### config.mk
export PLATFORM = sky130hd
export DESIGN_NAME = window_extreme_threshold_count
export DESIGN_NICKNAME = d
export VERILOG_FILES = /design/src/sv/wetc_pkg.sv /design/src/sv/window_extreme_threshold_count.sv /design/src/sv/wetc_div.sv
export SDC_FILE = /design/constraint.sdc
export NUM_CORES = 2
export LEC_CHECK = 0
export BUFFER_PORTS_ARGS = -buffer_cell sky130_fd_sc_hd__clkbuf_2
export CORE_UTILIZATION = 39
export DETAILED_ROUTE_END_ITERATION = 7
export PLACE_DENSITY_LB_ADDON = 0.12
export SYNTH_ARGS = -nofsm -noshare
export SYNTH_HDL_FRONTEND = slang
export SYNTH_SLANG_ARGS = --single-unit
export TNS_END_PERCENT = 100
### constraint.sdc
create_clock -name clock -period 16.5 [get_ports clock]
set_input_delay 1.65 -clock clock [delete_from_list [all_inputs] [get_ports clock]]
set_output_delay 1.65 -clock clock [all_outputs]
set_load 0.03 [all_outputs]
### src/sv/wetc_pkg.sv
// shared types and constants for the tumbling window extreme and threshold count block
// no dependencies

package wetc_pkg;

   localparam int POS_W      = 32;
   localparam int SCORE_W    = 32;
   localparam int COUNT_W    = 24;
   localparam int CHROM_W    = 8;
   localparam int DIVIDEND_W = POS_W + 1;
   localparam int DIVISOR_W  = COUNT_W;
   localparam int DIV_STEPS  = DIVIDEND_W;
   localparam int DIV_CNT_W  = $clog2(DIV_STEPS);

   localparam logic [COUNT_W-1:0] DEFAULT_WINDOW = COUNT_W'(100000);
   localparam logic [COUNT_W-1:0] COUNT_MAX      = '1;

   // register index, taken from the word address
   localparam logic REG_CUTOFF = 1'b0;
   localparam logic REG_WINDOW = 1'b1;

   localparam logic KIND_SITE = 1'b0;
   localparam logic KIND_END  = 1'b1;

   localparam logic RES_WINDOW = 1'b0;
   localparam logic RES_RUN    = 1'b1;

   typedef struct packed {
      logic busy;
      logic done;
   } div_status_type;

endpackage

### src/sv/window_extreme_threshold_count.sv
// a site inside the open window passes idle, decide and add, and the block is then ready again
// a site past the window, or a new chromosome after an open one, also waits on the divider,
// a shared divider used once for the tail run and once for the skipped gap
// each result waits for the output register to drain; the last result of an item marks last
// reset is synchronous: cutoff 0, window size 100000, nothing started; no clearing pass
// depends on wetc_pkg and wetc_div

module window_extreme_threshold_count (
   input  logic                                 clock,
   input  logic                                 reset,
   input  logic                                 req_valid,
   output logic                                 req_stall,
   input  logic                                 req_kind,
   input  logic [wetc_pkg::CHROM_W-1:0]         req_chrom_id,
   input  logic [wetc_pkg::POS_W-1:0]           req_chrom_len,
   input  logic [wetc_pkg::POS_W-1:0]           req_position,
   input  logic signed [wetc_pkg::SCORE_W-1:0]  req_score,
   output logic                                 rsp_valid,
   input  logic                                 rsp_stall,
   output logic                                 rsp_result_type,
   output logic [wetc_pkg::CHROM_W-1:0]         rsp_out_chrom,
   output logic [wetc_pkg::POS_W-1:0]           rsp_window_start,
   output logic [wetc_pkg::POS_W-1:0]           rsp_window_end,
   output logic signed [wetc_pkg::SCORE_W-1:0]  rsp_extreme_value,
   output logic [wetc_pkg::POS_W-1:0]           rsp_extreme_position,
   output logic [wetc_pkg::COUNT_W-1:0]         rsp_beyond_count,
   output logic [wetc_pkg::COUNT_W-1:0]         rsp_site_count,
   output logic [wetc_pkg::COUNT_W-1:0]         rsp_empty_windows,
   output logic                                 rsp_last,
   input  logic                                 psel,
   input  logic                                 penable,
   input  logic                                 pwrite,
   input  logic [2:0]                           paddr,
   input  logic [31:0]                          pwdata,
   output logic [31:0]                          prdata,
   output logic                                 pready
);

   typedef enum logic [3:0] {
      ST_IDLE,
      ST_DECIDE,
      ST_WIN,
      ST_TAIL_GO,
      ST_TAIL_WAIT,
      ST_TAIL_OUT,
      ST_RUN_GO,
      ST_RUN_WAIT,
      ST_RUN_OUT,
      ST_ADD
   } state_type;

   localparam int PW = wetc_pkg::POS_W;
   localparam int CW = wetc_pkg::COUNT_W;

   // configuration
   logic signed [wetc_pkg::SCORE_W-1:0] cutoff_ff;
   logic [CW-1:0]                       window_size_ff;

   // window state
   state_type                           state_ff;
   logic                                started_ff;
   logic [wetc_pkg::CHROM_W-1:0]        cur_chrom_ff;
   logic [PW-1:0]                       cur_len_ff;
   logic [PW-1:0]                       win_lo_ff;
   logic [PW-1:0]                       win_hi_ff;
   logic signed [wetc_pkg::SCORE_W-1:0] best_score_ff;
   logic [PW-1:0]                       best_pos_ff;
   logic [CW-1:0]                       hits_ff;
   logic [CW-1:0]                       sites_ff;

   // item held for the sequence
   logic                                item_kind_ff;
   logic [wetc_pkg::CHROM_W-1:0]        item_chrom_ff;
   logic [PW-1:0]                       item_len_ff;
   logic [PW-1:0]                       item_pos_ff;
   logic signed [wetc_pkg::SCORE_W-1:0] item_score_ff;
   logic                                same_ff;
   logic                                tail_need_ff;
   logic                                run_need_ff;
   logic [PW-1:0]                       run_start_ff;
   logic [PW-1:0]                       run_p_ff;
   logic [PW-1:0]                       run_lo_ff;
   logic [CW-1:0]                       run_k_ff;

   // output register
   logic                                rsp_valid_ff;
   logic                                rsp_type_ff;
   logic [wetc_pkg::CHROM_W-1:0]        rsp_chrom_ff;
   logic [PW-1:0]                       rsp_start_ff;
   logic [PW-1:0]                       rsp_end_ff;
   logic signed [wetc_pkg::SCORE_W-1:0] rsp_ext_ff;
   logic [PW-1:0]                       rsp_epos_ff;
   logic [CW-1:0]                       rsp_beyond_ff;
   logic [CW-1:0]                       rsp_sites_ff;
   logic [CW-1:0]                       rsp_empty_ff;
   logic                                rsp_last_ff;

   logic                                accept;
   logic                                cfg_write;
   logic                                out_free;
   logic                                rsp_load;
   logic [CW-1:0]                       ws_eff;
   logic [PW-1:0]                       pos_eff;
   logic [PW-1:0]                       gap_same;
   logic [PW-1:0]                       gap_new;
   logic [wetc_pkg::DIVIDEND_W-1:0]     tail_num;
   logic                                div_start;
   logic [wetc_pkg::DIVIDEND_W-1:0]     div_dividend;
   wetc_pkg::div_status_type            div_status;
   logic [wetc_pkg::DIVIDEND_W-1:0]     div_quo;
   logic [wetc_pkg::DIVISOR_W-1:0]      div_rem;
   logic [CW-1:0]                       quo_sat;
   logic [PW-1:0]                       open_lo;
   logic [PW:0]                         open_sum;
   logic [PW-1:0]                       open_hi;
   logic                                win_last;
   logic                                min_mode;
   logic                                first_site;
   logic                                better;
   logic                                beyond;
   logic [CW-1:0]                       hits_base;
   logic [CW-1:0]                       hits_in;
   logic [CW-1:0]                       sites_in;

   // an end is capped at the chromosome length when that length is known and reached
   function automatic logic [PW-1:0] cap_end(input logic [PW-1:0] len,
                                             input logic [PW-1:0] start,
                                             input logic [PW-1:0] stop);
      if (len != '0 && len >= start && stop > len) begin
         return len;
      end
      return stop;
   endfunction

   assign accept    = req_valid && !req_stall;
   assign req_stall = state_ff != ST_IDLE;
   assign cfg_write = psel && penable && pwrite && pready;
   assign pready    = 1'b1;
   assign prdata    = (paddr[2] == wetc_pkg::REG_WINDOW) ? {8'd0, window_size_ff}
                                                        : cutoff_ff;

   assign out_free  = !rsp_valid_ff || !rsp_stall;
   assign rsp_load  = out_free && (state_ff == ST_WIN || state_ff == ST_TAIL_OUT ||
                                   state_ff == ST_RUN_OUT);
   assign ws_eff    = (window_size_ff == '0) ? CW'(1) : window_size_ff;
   assign pos_eff   = (item_pos_ff == '0) ? PW'(1) : item_pos_ff;
   assign gap_same  = item_pos_ff - PW'(1) - win_hi_ff;
   assign gap_new   = pos_eff - PW'(1);
   assign tail_num  = {1'b0, cur_len_ff} - {1'b0, win_hi_ff} + {9'd0, ws_eff}
                      - wetc_pkg::DIVIDEND_W'(1);

   assign div_start    = (state_ff == ST_TAIL_GO) || (state_ff == ST_RUN_GO);
   assign div_dividend = (state_ff == ST_TAIL_GO) ? tail_num
                       : {1'b0, (same_ff ? gap_same : gap_new)};

   wetc_div u_div (
      .clock     (clock),
      .reset     (reset),
      .start     (div_start),
      .dividend  (div_dividend),
      .divisor   (ws_eff),
      .status    (div_status),
      .quotient  (div_quo),
      .remainder (div_rem)
   );

   assign quo_sat  = (div_quo[wetc_pkg::DIVIDEND_W-1:CW] != '0) ? wetc_pkg::COUNT_MAX
                                                              : div_quo[CW-1:0];
   // first position of the window holding the site is the site minus the gap remainder
   assign open_lo  = run_p_ff - {8'd0, div_rem};
   assign open_sum = {1'b0, open_lo} + {9'd0, ws_eff} - (PW+1)'(1);
   assign open_hi  = open_sum[PW] ? '1 : open_sum[PW-1:0];

   always_comb begin
      if (item_kind_ff == wetc_pkg::KIND_END) begin
         win_last = !tail_need_ff;
      end else if (same_ff) begin
         win_last = !run_need_ff;
      end else begin
         win_last = !tail_need_ff && !run_need_ff;
      end
   end

   // site update, judged under the cutoff in force now
   assign min_mode   = cutoff_ff[wetc_pkg::SCORE_W-1];
   assign first_site = sites_ff == '0;
   assign better     = min_mode ? (item_score_ff < best_score_ff)
                                : (item_score_ff > best_score_ff);
   assign beyond     = min_mode ? (item_score_ff < cutoff_ff) : (item_score_ff > cutoff_ff);
   assign hits_base  = first_site ? '0 : hits_ff;
   assign hits_in    = (beyond && hits_base != wetc_pkg::COUNT_MAX) ? hits_base + 1'b1
                                                                    : hits_base;
   assign sites_in   = (sites_ff != wetc_pkg::COUNT_MAX) ? sites_ff + 1'b1 : sites_ff;

   always_ff @(posedge clock) begin
      if (reset) begin
         cutoff_ff      <= '0;
         window_size_ff <= wetc_pkg::DEFAULT_WINDOW;
      end else if (cfg_write) begin
         unique case (paddr[2])
            wetc_pkg::REG_CUTOFF: cutoff_ff      <= pwdata;
            wetc_pkg::REG_WINDOW: window_size_ff <= pwdata[CW-1:0];
            default:              cutoff_ff      <= cutoff_ff;
         endcase
      end
   end

   always_ff @(posedge clock) begin
      if (reset) begin
         state_ff      <= ST_IDLE;
         started_ff    <= 1'b0;
         cur_chrom_ff  <= '0;
         cur_len_ff    <= '0;
         win_lo_ff     <= PW'(1);
         win_hi_ff     <= {8'd0, wetc_pkg::DEFAULT_WINDOW};
         best_score_ff <= '0;
         best_pos_ff   <= '0;
         hits_ff       <= '0;
         sites_ff      <= '0;
         rsp_valid_ff  <= 1'b0;
      end else begin
         if (rsp_load) begin
            rsp_valid_ff <= 1'b1;
         end else if (rsp_valid_ff && !rsp_stall) begin
            rsp_valid_ff <= 1'b0;
         end
         unique case (state_ff)
            ST_IDLE: begin
               if (accept) begin
                  item_kind_ff  <= req_kind;
                  item_chrom_ff <= req_chrom_id;
                  item_len_ff   <= req_chrom_len;
                  item_pos_ff   <= req_position;
                  item_score_ff <= req_score;
                  state_ff      <= ST_DECIDE;
               end
            end
            ST_DECIDE: begin
               same_ff      <= started_ff && item_chrom_ff == cur_chrom_ff;
               tail_need_ff <= cur_len_ff != '0 && win_hi_ff < cur_len_ff;
               if (item_kind_ff == wetc_pkg::KIND_END) begin
                  state_ff <= started_ff ? ST_WIN : ST_IDLE;
               end else if (started_ff && item_chrom_ff == cur_chrom_ff) begin
                  run_need_ff <= gap_same >= {8'd0, ws_eff};
                  state_ff    <= (item_pos_ff > win_hi_ff) ? ST_WIN : ST_ADD;
               end else begin
                  run_need_ff <= gap_new >= {8'd0, ws_eff};
                  state_ff    <= started_ff ? ST_WIN : ST_RUN_GO;
               end
            end
            ST_WIN: begin
               if (out_free) begin
                  rsp_type_ff   <= wetc_pkg::RES_WINDOW;
                  rsp_chrom_ff  <= cur_chrom_ff;
                  rsp_start_ff  <= win_lo_ff;
                  rsp_end_ff    <= cap_end(cur_len_ff, win_lo_ff, win_hi_ff);
                  rsp_ext_ff    <= best_score_ff;
                  rsp_epos_ff   <= best_pos_ff;
                  rsp_beyond_ff <= hits_ff;
                  rsp_sites_ff  <= sites_ff;
                  rsp_empty_ff  <= '0;
                  rsp_last_ff   <= win_last;
                  if (item_kind_ff == wetc_pkg::KIND_END) begin
                     if (tail_need_ff) begin
                        state_ff <= ST_TAIL_GO;
                     end else begin
                        started_ff <= 1'b0;
                        state_ff   <= ST_IDLE;
                     end
                  end else if (same_ff) begin
                     state_ff <= ST_RUN_GO;
                  end else begin
                     state_ff <= tail_need_ff ? ST_TAIL_GO : ST_RUN_GO;
                  end
               end
            end
            ST_TAIL_GO: begin
               state_ff <= ST_TAIL_WAIT;
            end
            ST_TAIL_WAIT: begin
               if (div_status.done) begin
                  state_ff <= ST_TAIL_OUT;
               end
            end
            ST_TAIL_OUT: begin
               if (out_free) begin
                  rsp_type_ff   <= wetc_pkg::RES_RUN;
                  rsp_chrom_ff  <= cur_chrom_ff;
                  rsp_start_ff  <= win_hi_ff + 1'b1;
                  rsp_end_ff    <= cur_len_ff;
                  rsp_ext_ff    <= '0;
                  rsp_epos_ff   <= '0;
                  rsp_beyond_ff <= '0;
                  rsp_sites_ff  <= '0;
                  rsp_empty_ff  <= quo_sat;
                  if (item_kind_ff == wetc_pkg::KIND_END) begin
                     rsp_last_ff <= 1'b1;
                     started_ff  <= 1'b0;
                     state_ff    <= ST_IDLE;
                  end else begin
                     rsp_last_ff <= !run_need_ff;
                     state_ff    <= ST_RUN_GO;
                  end
               end
            end
            ST_RUN_GO: begin
               // divider takes its dividend this cycle, from the item and the old window
               if (same_ff) begin
                  run_start_ff <= win_hi_ff + 1'b1;
                  run_p_ff     <= item_pos_ff;
               end else begin
                  run_start_ff <= PW'(1);
                  run_p_ff     <= pos_eff;
                  started_ff   <= 1'b1;
                  cur_chrom_ff <= item_chrom_ff;
                  cur_len_ff   <= item_len_ff;
               end
               state_ff <= ST_RUN_WAIT;
            end
            ST_RUN_WAIT: begin
               if (div_status.done) begin
                  win_lo_ff <= open_lo;
                  win_hi_ff <= open_hi;
                  hits_ff   <= '0;
                  sites_ff  <= '0;
                  run_lo_ff <= open_lo;
                  run_k_ff  <= quo_sat;
                  state_ff  <= (div_quo != '0) ? ST_RUN_OUT : ST_ADD;
               end
            end
            ST_RUN_OUT: begin
               if (out_free) begin
                  rsp_type_ff   <= wetc_pkg::RES_RUN;
                  rsp_chrom_ff  <= cur_chrom_ff;
                  rsp_start_ff  <= run_start_ff;
                  rsp_end_ff    <= cap_end(cur_len_ff, run_start_ff, run_lo_ff - 1'b1);
                  rsp_ext_ff    <= '0;
                  rsp_epos_ff   <= '0;
                  rsp_beyond_ff <= '0;
                  rsp_sites_ff  <= '0;
                  rsp_empty_ff  <= run_k_ff;
                  rsp_last_ff   <= 1'b1;
                  state_ff      <= ST_ADD;
               end
            end
            ST_ADD: begin
               if (first_site || better) begin
                  best_score_ff <= item_score_ff;
                  best_pos_ff   <= item_pos_ff;
               end
               hits_ff  <= hits_in;
               sites_ff <= sites_in;
               state_ff <= ST_IDLE;
            end
            default: begin
               state_ff <= ST_IDLE;
            end
         endcase
      end
   end

   assign rsp_valid            = rsp_valid_ff;
   assign rsp_result_type      = rsp_type_ff;
   assign rsp_out_chrom        = rsp_chrom_ff;
   assign rsp_window_start     = rsp_start_ff;
   assign rsp_window_end       = rsp_end_ff;
   assign rsp_extreme_value    = rsp_ext_ff;
   assign rsp_extreme_position = rsp_epos_ff;
   assign rsp_beyond_count     = rsp_beyond_ff;
   assign rsp_site_count       = rsp_sites_ff;
   assign rsp_empty_windows    = rsp_empty_ff;
   assign rsp_last             = rsp_last_ff;

   a_div_idle_start: assert property (@(posedge clock) disable iff (reset)
      div_start |-> !div_status.busy)
      else $error("divider started while busy");

   a_window_order: assert property (@(posedge clock) disable iff (reset)
      win_hi_ff >= win_lo_ff)
      else $error("window end below window start");

   a_open_has_site: assert property (@(posedge clock) disable iff (reset)
      (started_ff && state_ff == ST_IDLE) |-> sites_ff != '0)
      else $error("open window holds no site");

   a_run_nonempty: assert property (@(posedge clock) disable iff (reset)
      (rsp_valid_ff && rsp_type_ff == wetc_pkg::RES_RUN) |-> rsp_empty_ff != '0)
      else $error("run result with no empty window");

endmodule

### src/sv/wetc_div.sv
// restoring divider, one quotient bit per cycle, for gap and tail window counts
// depends on wetc_pkg

module wetc_div (
   input  logic                                clock,
   input  logic                                reset,
   input  logic                                start,
   input  logic [wetc_pkg::DIVIDEND_W-1:0]     dividend,
   input  logic [wetc_pkg::DIVISOR_W-1:0]      divisor,
   output wetc_pkg::div_status_type            status,
   output logic [wetc_pkg::DIVIDEND_W-1:0]     quotient,
   output logic [wetc_pkg::DIVISOR_W-1:0]      remainder
);

   logic                               busy_ff;
   logic                               done_ff;
   logic [wetc_pkg::DIV_CNT_W-1:0]     cnt_ff;
   logic [wetc_pkg::DIVIDEND_W-1:0]    quo_ff;
   logic [wetc_pkg::DIVISOR_W-1:0]     rem_ff;
   logic [wetc_pkg::DIVISOR_W-1:0]     dvs_ff;

   logic [wetc_pkg::DIVISOR_W:0]       trial;
   logic [wetc_pkg::DIVISOR_W:0]       diff;
   logic                               ge;
   logic [wetc_pkg::DIVISOR_W-1:0]     rem_in;

   assign trial  = {rem_ff, quo_ff[wetc_pkg::DIVIDEND_W-1]};
   assign ge     = trial >= {1'b0, dvs_ff};
   assign diff   = trial - {1'b0, dvs_ff};
   // a failed trial is below the divisor, so it fits the remainder width
   assign rem_in = ge ? diff[wetc_pkg::DIVISOR_W-1:0] : trial[wetc_pkg::DIVISOR_W-1:0];

   always_ff @(posedge clock) begin
      if (reset) begin
         busy_ff <= 1'b0;
         done_ff <= 1'b0;
         cnt_ff  <= '0;
      end else begin
         done_ff <= busy_ff && !start && (cnt_ff == '0);
         if (start) begin
            busy_ff <= 1'b1;
            cnt_ff  <= wetc_pkg::DIV_CNT_W'(wetc_pkg::DIV_STEPS - 1);
            quo_ff  <= dividend;
            rem_ff  <= '0;
            dvs_ff  <= divisor;
         end else if (busy_ff) begin
            quo_ff <= {quo_ff[wetc_pkg::DIVIDEND_W-2:0], ge};
            rem_ff <= rem_in;
            if (cnt_ff == '0) begin
               busy_ff <= 1'b0;
            end else begin
               cnt_ff <= cnt_ff - 1'b1;
            end
         end
      end
   end

   assign status.busy = busy_ff;
   assign status.done = done_ff;
   assign quotient    = quo_ff;
   assign remainder   = rem_ff;

endmodule
* After elaboration in Yosys (flattened, before gate mapping) *
Index checks and enable logic that the tools add are counted.

storage, ports and cells
  register bits = 805
  output and inout port bits = 245
  logic and storage cells = 261

cells by class
  add/subtract/negate cells = 15
  $lt $le $gt $ge = 13
  equal/unequal tests = 25
  muxes and demuxes = 96
  bitwise logic cells = 5
  reduce and logical (&&, ||, !) cells = 65

operators with widths
  kind                                                number
  two-way mux 32 bit                                  18
  two-way mux 24 bit                                  13
  one-hot mux 24 bit (2 select lines)                 4
  one-hot mux 32 bit (3 select lines)                 2
  > comparator 32 bit                                 5
  one-hot mux 32 bit (2 select lines)                 2
  two-way mux 33 bit                                  3
  less-than comparator 32 bit                         3
  subtractor 32 x 1 -> 32 bit, second input constant  3
  one-hot mux 24 bit (3 select lines)                 1
  subtractor 33 x 1 -> 33 bit, second input constant  2
  >= comparator 32 x 24 -> 1 bit                      2
  >= comparator 32 bit                                2
  adder 24 x 1 -> 24 bit, second input constant       2
  logical NOT 24 bit                                  2
  inequality test 24 bit, second input constant       2
  two-way mux 4 bit                                   10
  one-hot mux 4 bit (9 select lines)                  1
  adder 32 x 24 -> 33 bit                             1
  adder 33 x 24 -> 33 bit                             1
  nonzero test 33 bit                                 1
  subtractor 32 x 32 -> 33 bit                        1
  adder 32 x 1 -> 32 bit, second input constant       1
  logical NOT 32 bit                                  1
  37 further kinds                                    136

* Longest topological paths before layout *
  depth after elaboration = 10
  depth in mapped cells = 26
  gate-level depth less buffers = 25

* Hierarchy *
Synthesis repeated with hierarchy kept, for this count alone.

unflattened totals
  cell total of the unflattened synthesis = 4853
  area, all modules = 47460.5 µm²

by module, submodules not included
  module                          instances  cells an instance  area an instance (µm²)  sequential area each (µm²)
  window_extreme_threshold_count  1          4420               42400.7                 18718.0
  wetc_div                        1          433                5059.9                  2592.5

* Worst setup path before layout *
OpenSTA, ideal clock, no wires.

  path kind = input -> register
  start point = in reset
  end point = reg rsp_beyond_ff[0], in the netlist rsp_beyond_count[0], enable pin
  data arrival time = 10444 ps
  required time = 15753 ps
  setup slack = 5309 ps
  cell stages on the path = 4
  path through = clkbuf_1 -> clkbuf_1 -> clkbuf_1 -> nor3b_1

between the ends
  longest elaborated chain between the ends = 2

ends and longest elaborated chain
  what                                  RTL line                               text
  from (decl)                           window_extreme_threshold_count.sv:10   input logic reset,
  inverter 1 bit (no source line)       n/a
  AND reduction 4 bit (no source line)  n/a
  to (signal assigned)                  window_extreme_threshold_count.sv:259  rsp_beyond_ff <= hits_ff;
  to (decl)                             window_extreme_threshold_count.sv:93   logic [CW-1:0] rsp_beyond_ff;

No other way between the ends.
A chain may end at the register's enable or synchronous reset.

* Worst setup path in the final report *
  start point = reg run_lo_ff[14]
  end point = reg rsp_end_ff[0], in the netlist rsp_window_end[0], data pin

between the ends
  longest elaborated chain between the ends = 10

ends and longest elaborated chain
  what                                 RTL line                               text
  from (decl)                          window_extreme_threshold_count.sv:82   logic [PW-1:0] run_lo_ff;
  from (signal assigned)               window_extreme_threshold_count.sv:326  run_lo_ff <= open_lo;
  subtractor 32 x 1 -> 32 bit          window_extreme_threshold_count.sv:336  rsp_end_ff <= cap_end(cur_len_ff, run_start_ff, run_lo_ff - 1'b1);
  > comparator 32 bit                  window_extreme_threshold_count.sv:129  if (len != '0 && len >= start && stop > len) begin
  logical AND 1 bit                    window_extreme_threshold_count.sv:129
  two-way mux 1 bit                    window_extreme_threshold_count.sv:129
  two-way mux 1 bit                    window_extreme_threshold_count.sv:332  if (out_free) begin
  two-way mux 1 bit                    window_extreme_threshold_count.sv:227  unique case (state_ff)
  two-way mux 1 bit                    window_extreme_threshold_count.sv:209  if (reset) begin
  two-way mux 32 bit                   window_extreme_threshold_count.sv:132  return stop;
  two-way mux 32 bit                   window_extreme_threshold_count.sv:332
  one-hot mux 32 bit (3 select lines)  window_extreme_threshold_count.sv:227
  to (signal assigned)                 window_extreme_threshold_count.sv:256  rsp_end_ff <= cap_end(cur_len_ff, win_lo_ff, win_hi_ff);
  to (signal assigned)                 window_extreme_threshold_count.sv:290  rsp_end_ff <= cur_len_ff;
  to (signal assigned)                 window_extreme_threshold_count.sv:336
  to (decl)                            window_extreme_threshold_count.sv:90   logic [PW-1:0] rsp_end_ff;

No other way between the ends. The select of a mux whose other input is x is not followed.

==> impl_results.md <==
- Post-synth top area share: 33.2%
- Sequential share of power: 38.5%
- Synth warn: 0
- DRC: 0
- Gr usage total: 24.9%
- Achievable Freq: 149 MHz
- Slew @ Worst Pin: 1320 ps
- EDFF count, synth: 519
- Worst reg2reg path depth: 15
- Filler cell count: 11700
- # diodes: 0
- CP peak stage delay: 920 ps
- Post-synth cell types: 88
- Largest net degree at the start of global routing: 105
- Cell count after synthesis: 4847
- Vias in the first global route: 35100
- Grt ovf: 0
- CTS clk-pin slew, worst paths: 60 ps
- Post-CTS Hold Fix Bufs: 0
- CTS Buf Count: 96
- Area Overhead vs Synth: 14.6%
- RSZ-0062 raised after global routing: no
- Power Dens Cells: 121 nW/µm²
- Worst path arrival time: 7160 ps
- Routed WL: 154000 µm
- Ranking of synthesized cells by area: edfxtp_1 33%, dfxtp_1 12%, ha_1 11%, inv_1 3.7%, nand2_1 3.6%
- Bufs and invs on worst path: 1
- Syn Std Cell Area: 46900 µm²
- Fin. max-slew vios: 0
- Seq/Total Area, Yosys: 45.5%
- Pint: 4.26 mW
- Async set-reset flop share out of synthesis: 0%
- Status: completed
- Nature of the critical path startpoint: flop
- Part of the power in combinational logic: 27.6%
- CTS tree: yes
- Routed wire per std cell: 22.6 µm
- Post-DRT Antenna Nets: 0
- CP max stage cell: nor4_1
- Post-DP HPWL: 117000 µm
- Die width: 349 µm
- Initial antenna violation count: 9
- I/O pins: 392
- Syn_nets: 5446
- Leak: 22.0 nW
- Die area: 122000 µm²
- Slew headroom: 11.7%
- Switching Power: 2.25 mW
- Share of cells above drive strength 1: 13.1%
- Post-CTS Setup Repair Bufs: 0
- Starting Density: 39.5%
- Hold path depth: 2
- Worst EP required: 16940 ps
- Power Total: 6.51 mW
- Largest area contributor in the netlist: edfxtp_1
- Post-synthesis register bit count: 805
- DR vias/cell: 5.40
- Worst skew pair latency: 700 ps
- Crit path max-delay family: simple AND/OR/NAND/NOR gates
- PnR worst setup slack: 9780 ps
- # port buffers: 388
- Setup Viol. Count Final: 0
- Worst-case clock buffer depth: 3
- Clock root cell: clkbuf_16
- Final worst path period share: 40.7%
- Min Hold Slack: 453 ps
- Clk sinks: 805
- Commonest cells in the netlist: 519 x edfxtp_1, 459 x inv_1, 449 x nand2_1
- Core Area: 119000 µm²
- Pre-CTS setup slack: 9880 ps
- Worst-path maximum fanout: 64
- Synth Flop Type: edfxtp_1
- Crit path depth: 15
- Worst hold path type: flop to flop
- Cell Chain, Critical Path: or4_1 -> or3_1 -> or4_4 -> nor3_1 -> xor2_1 -> ha_1 -> nand4_1 -> nor4_1 -> o21ai_0 -> a21oi_1 -> o311ai_0 -> and3_1 -> a21o_2 -> buf_4 -> o31ai_1
- Die height: 349 µm
- H-tree depth: 3
- CP Class: flop to flop
- Routability cong.: 0.926
- Crit. End Element: flop
- Peak supply drop: 0.0802 mV
- Tmin final: 6720 ps
- Switching share of power: 34.6%
- Hold Violations, Final: 0
- Setup TNS: 0 ps
- Global-route wire length before repair: 227000 µm
- Core Rows: 126
- DR vias: 36900
- Max cap viols: 0
- Pre-Repair DR Iteration Count: 5
- Post-Syn Area per Cell: 9.67 µm²
- Initial DRC Count: 2734
- Top-count cell post-synth: edfxtp_1
- Clock skew: 36.9 ps
- Cts repair resizes: 0
- Layout Nets: 5753
- Clock power share: 33.9%
[registers in the layout, indices dropped and copies added, names as in the netlist, 32 cells and up]
register and flops:
best_pos_ff 32, best_score_ff 32, cur_len_ff 32, cutoff_ff 32, item_len_ff 32, item_pos_ff 32, item_score_ff 32, rsp_extreme_position 32
rsp_extreme_value 32, rsp_window_end 32, rsp_window_start 32, run_lo_ff 32, run_p_ff 32, run_start_ff 32, u_div.quotient 33, win_hi_ff 32
win_lo_ff 32
[logic make-up after synthesis]
kind of cell	Yosys count	synth area share, %
AOI/OAI and AO/OA	1111	15.3
xor gates and xnor gates	231	4.32
adders and majority gates	452	12.5
buffers and inverters	693	5.62
other	1	0.00800
DFF	805	45.5
and+or+nand+nor	1457	14.7
muxes	97	2.08
[cell usage in the layout, fill, tap and decap left out, types with 25 or more instances in the layout]
cell and count:
edfxtp_1 519, fa_1 29, nor4_1 56, nand3_1 72
a211oi_1 43, o21ai_0 225, ha_1 423, clkbuf_2 387
a22oi_1 62, mux2i_1 93, xor2_1 92, or3_1 27
or2_2 39, clkbuf_16 98, a21o_1 109, nor3_1 96
buf_4 54, nor2b_1 25, dfxtp_1 286, nand4_1 81
nor2_1 393, o21a_1 46, xnor2_1 139, nand2_1 447
a22o_1 32, a221oi_1 30, o211ai_1 33, and3_1 98
a21oi_1 325, inv_1 459, nand2b_1 30, o31ai_1 46
[cell type report]
class | instances | area [µm²] | area share, %
multi-input combinational | 3349 | 23100 | 42.9
sequential | 805 | 21300 | 39.7
clock buffer | 118 | 2580 | 4.80
timing repair buffer | 442 | 2360 | 4.39
tap | 1600 | 2000 | 3.73
inverter | 460 | 1730 | 3.21
clock inverter | 64 | 681 | 1.27
[final timing paths]
kind	start	to	slack, ps
worst max-delay path	run_lo_ff[14]	rsp_window_end[0]	9780
worst min-delay path	cutoff_ff[25]	cutoff_ff[25]	450
worst max register to register	run_lo_ff[14]	rsp_window_end[0]	9780
worst min register to register	cutoff_ff[25]	cutoff_ff[25]	450
[worst min-delay path, stage by stage, from the launching register on]
cell     delay [ps]
dfxtp_1         300
nand2_1          50
a21oi_1          50
[power by group through the flow]
stage	clock network (mW)	logic, mW	registers (mW)
6_report	2.21	1.80	2.51
5_1_grt	2.34	1.98	2.52
4_1_cts	2.26	1.80	2.51
3_5_place_dp	0	1.79	2.55
3_3_place_gp	0	1.78	2.55
2_1_floorplan	0	1.12	2.67
[layer usage]
metal / wire length [µm] / up-vias / global-route usage, %
li1: - / 18000 / -
met1: 68600 / 17700 / 33.6
met2: 71600 / 1018 / 40.4
met3: 9360 / 206 / 4.34
met4: 4660 / 8 / 8.40
met5: 44 / - / 0
[through the flow]
stage               utilization [%]  cells  area (µm²)
floorplan                         -   4847       46900
global placement               42.6   6656       50500
detailed placement             42.6   6656       50500
CTS                            45.3   6838       53700
global route                   45.3   6838       53700
finish                         45.3   6838       53700
Power figures use the tool's default switching activity.
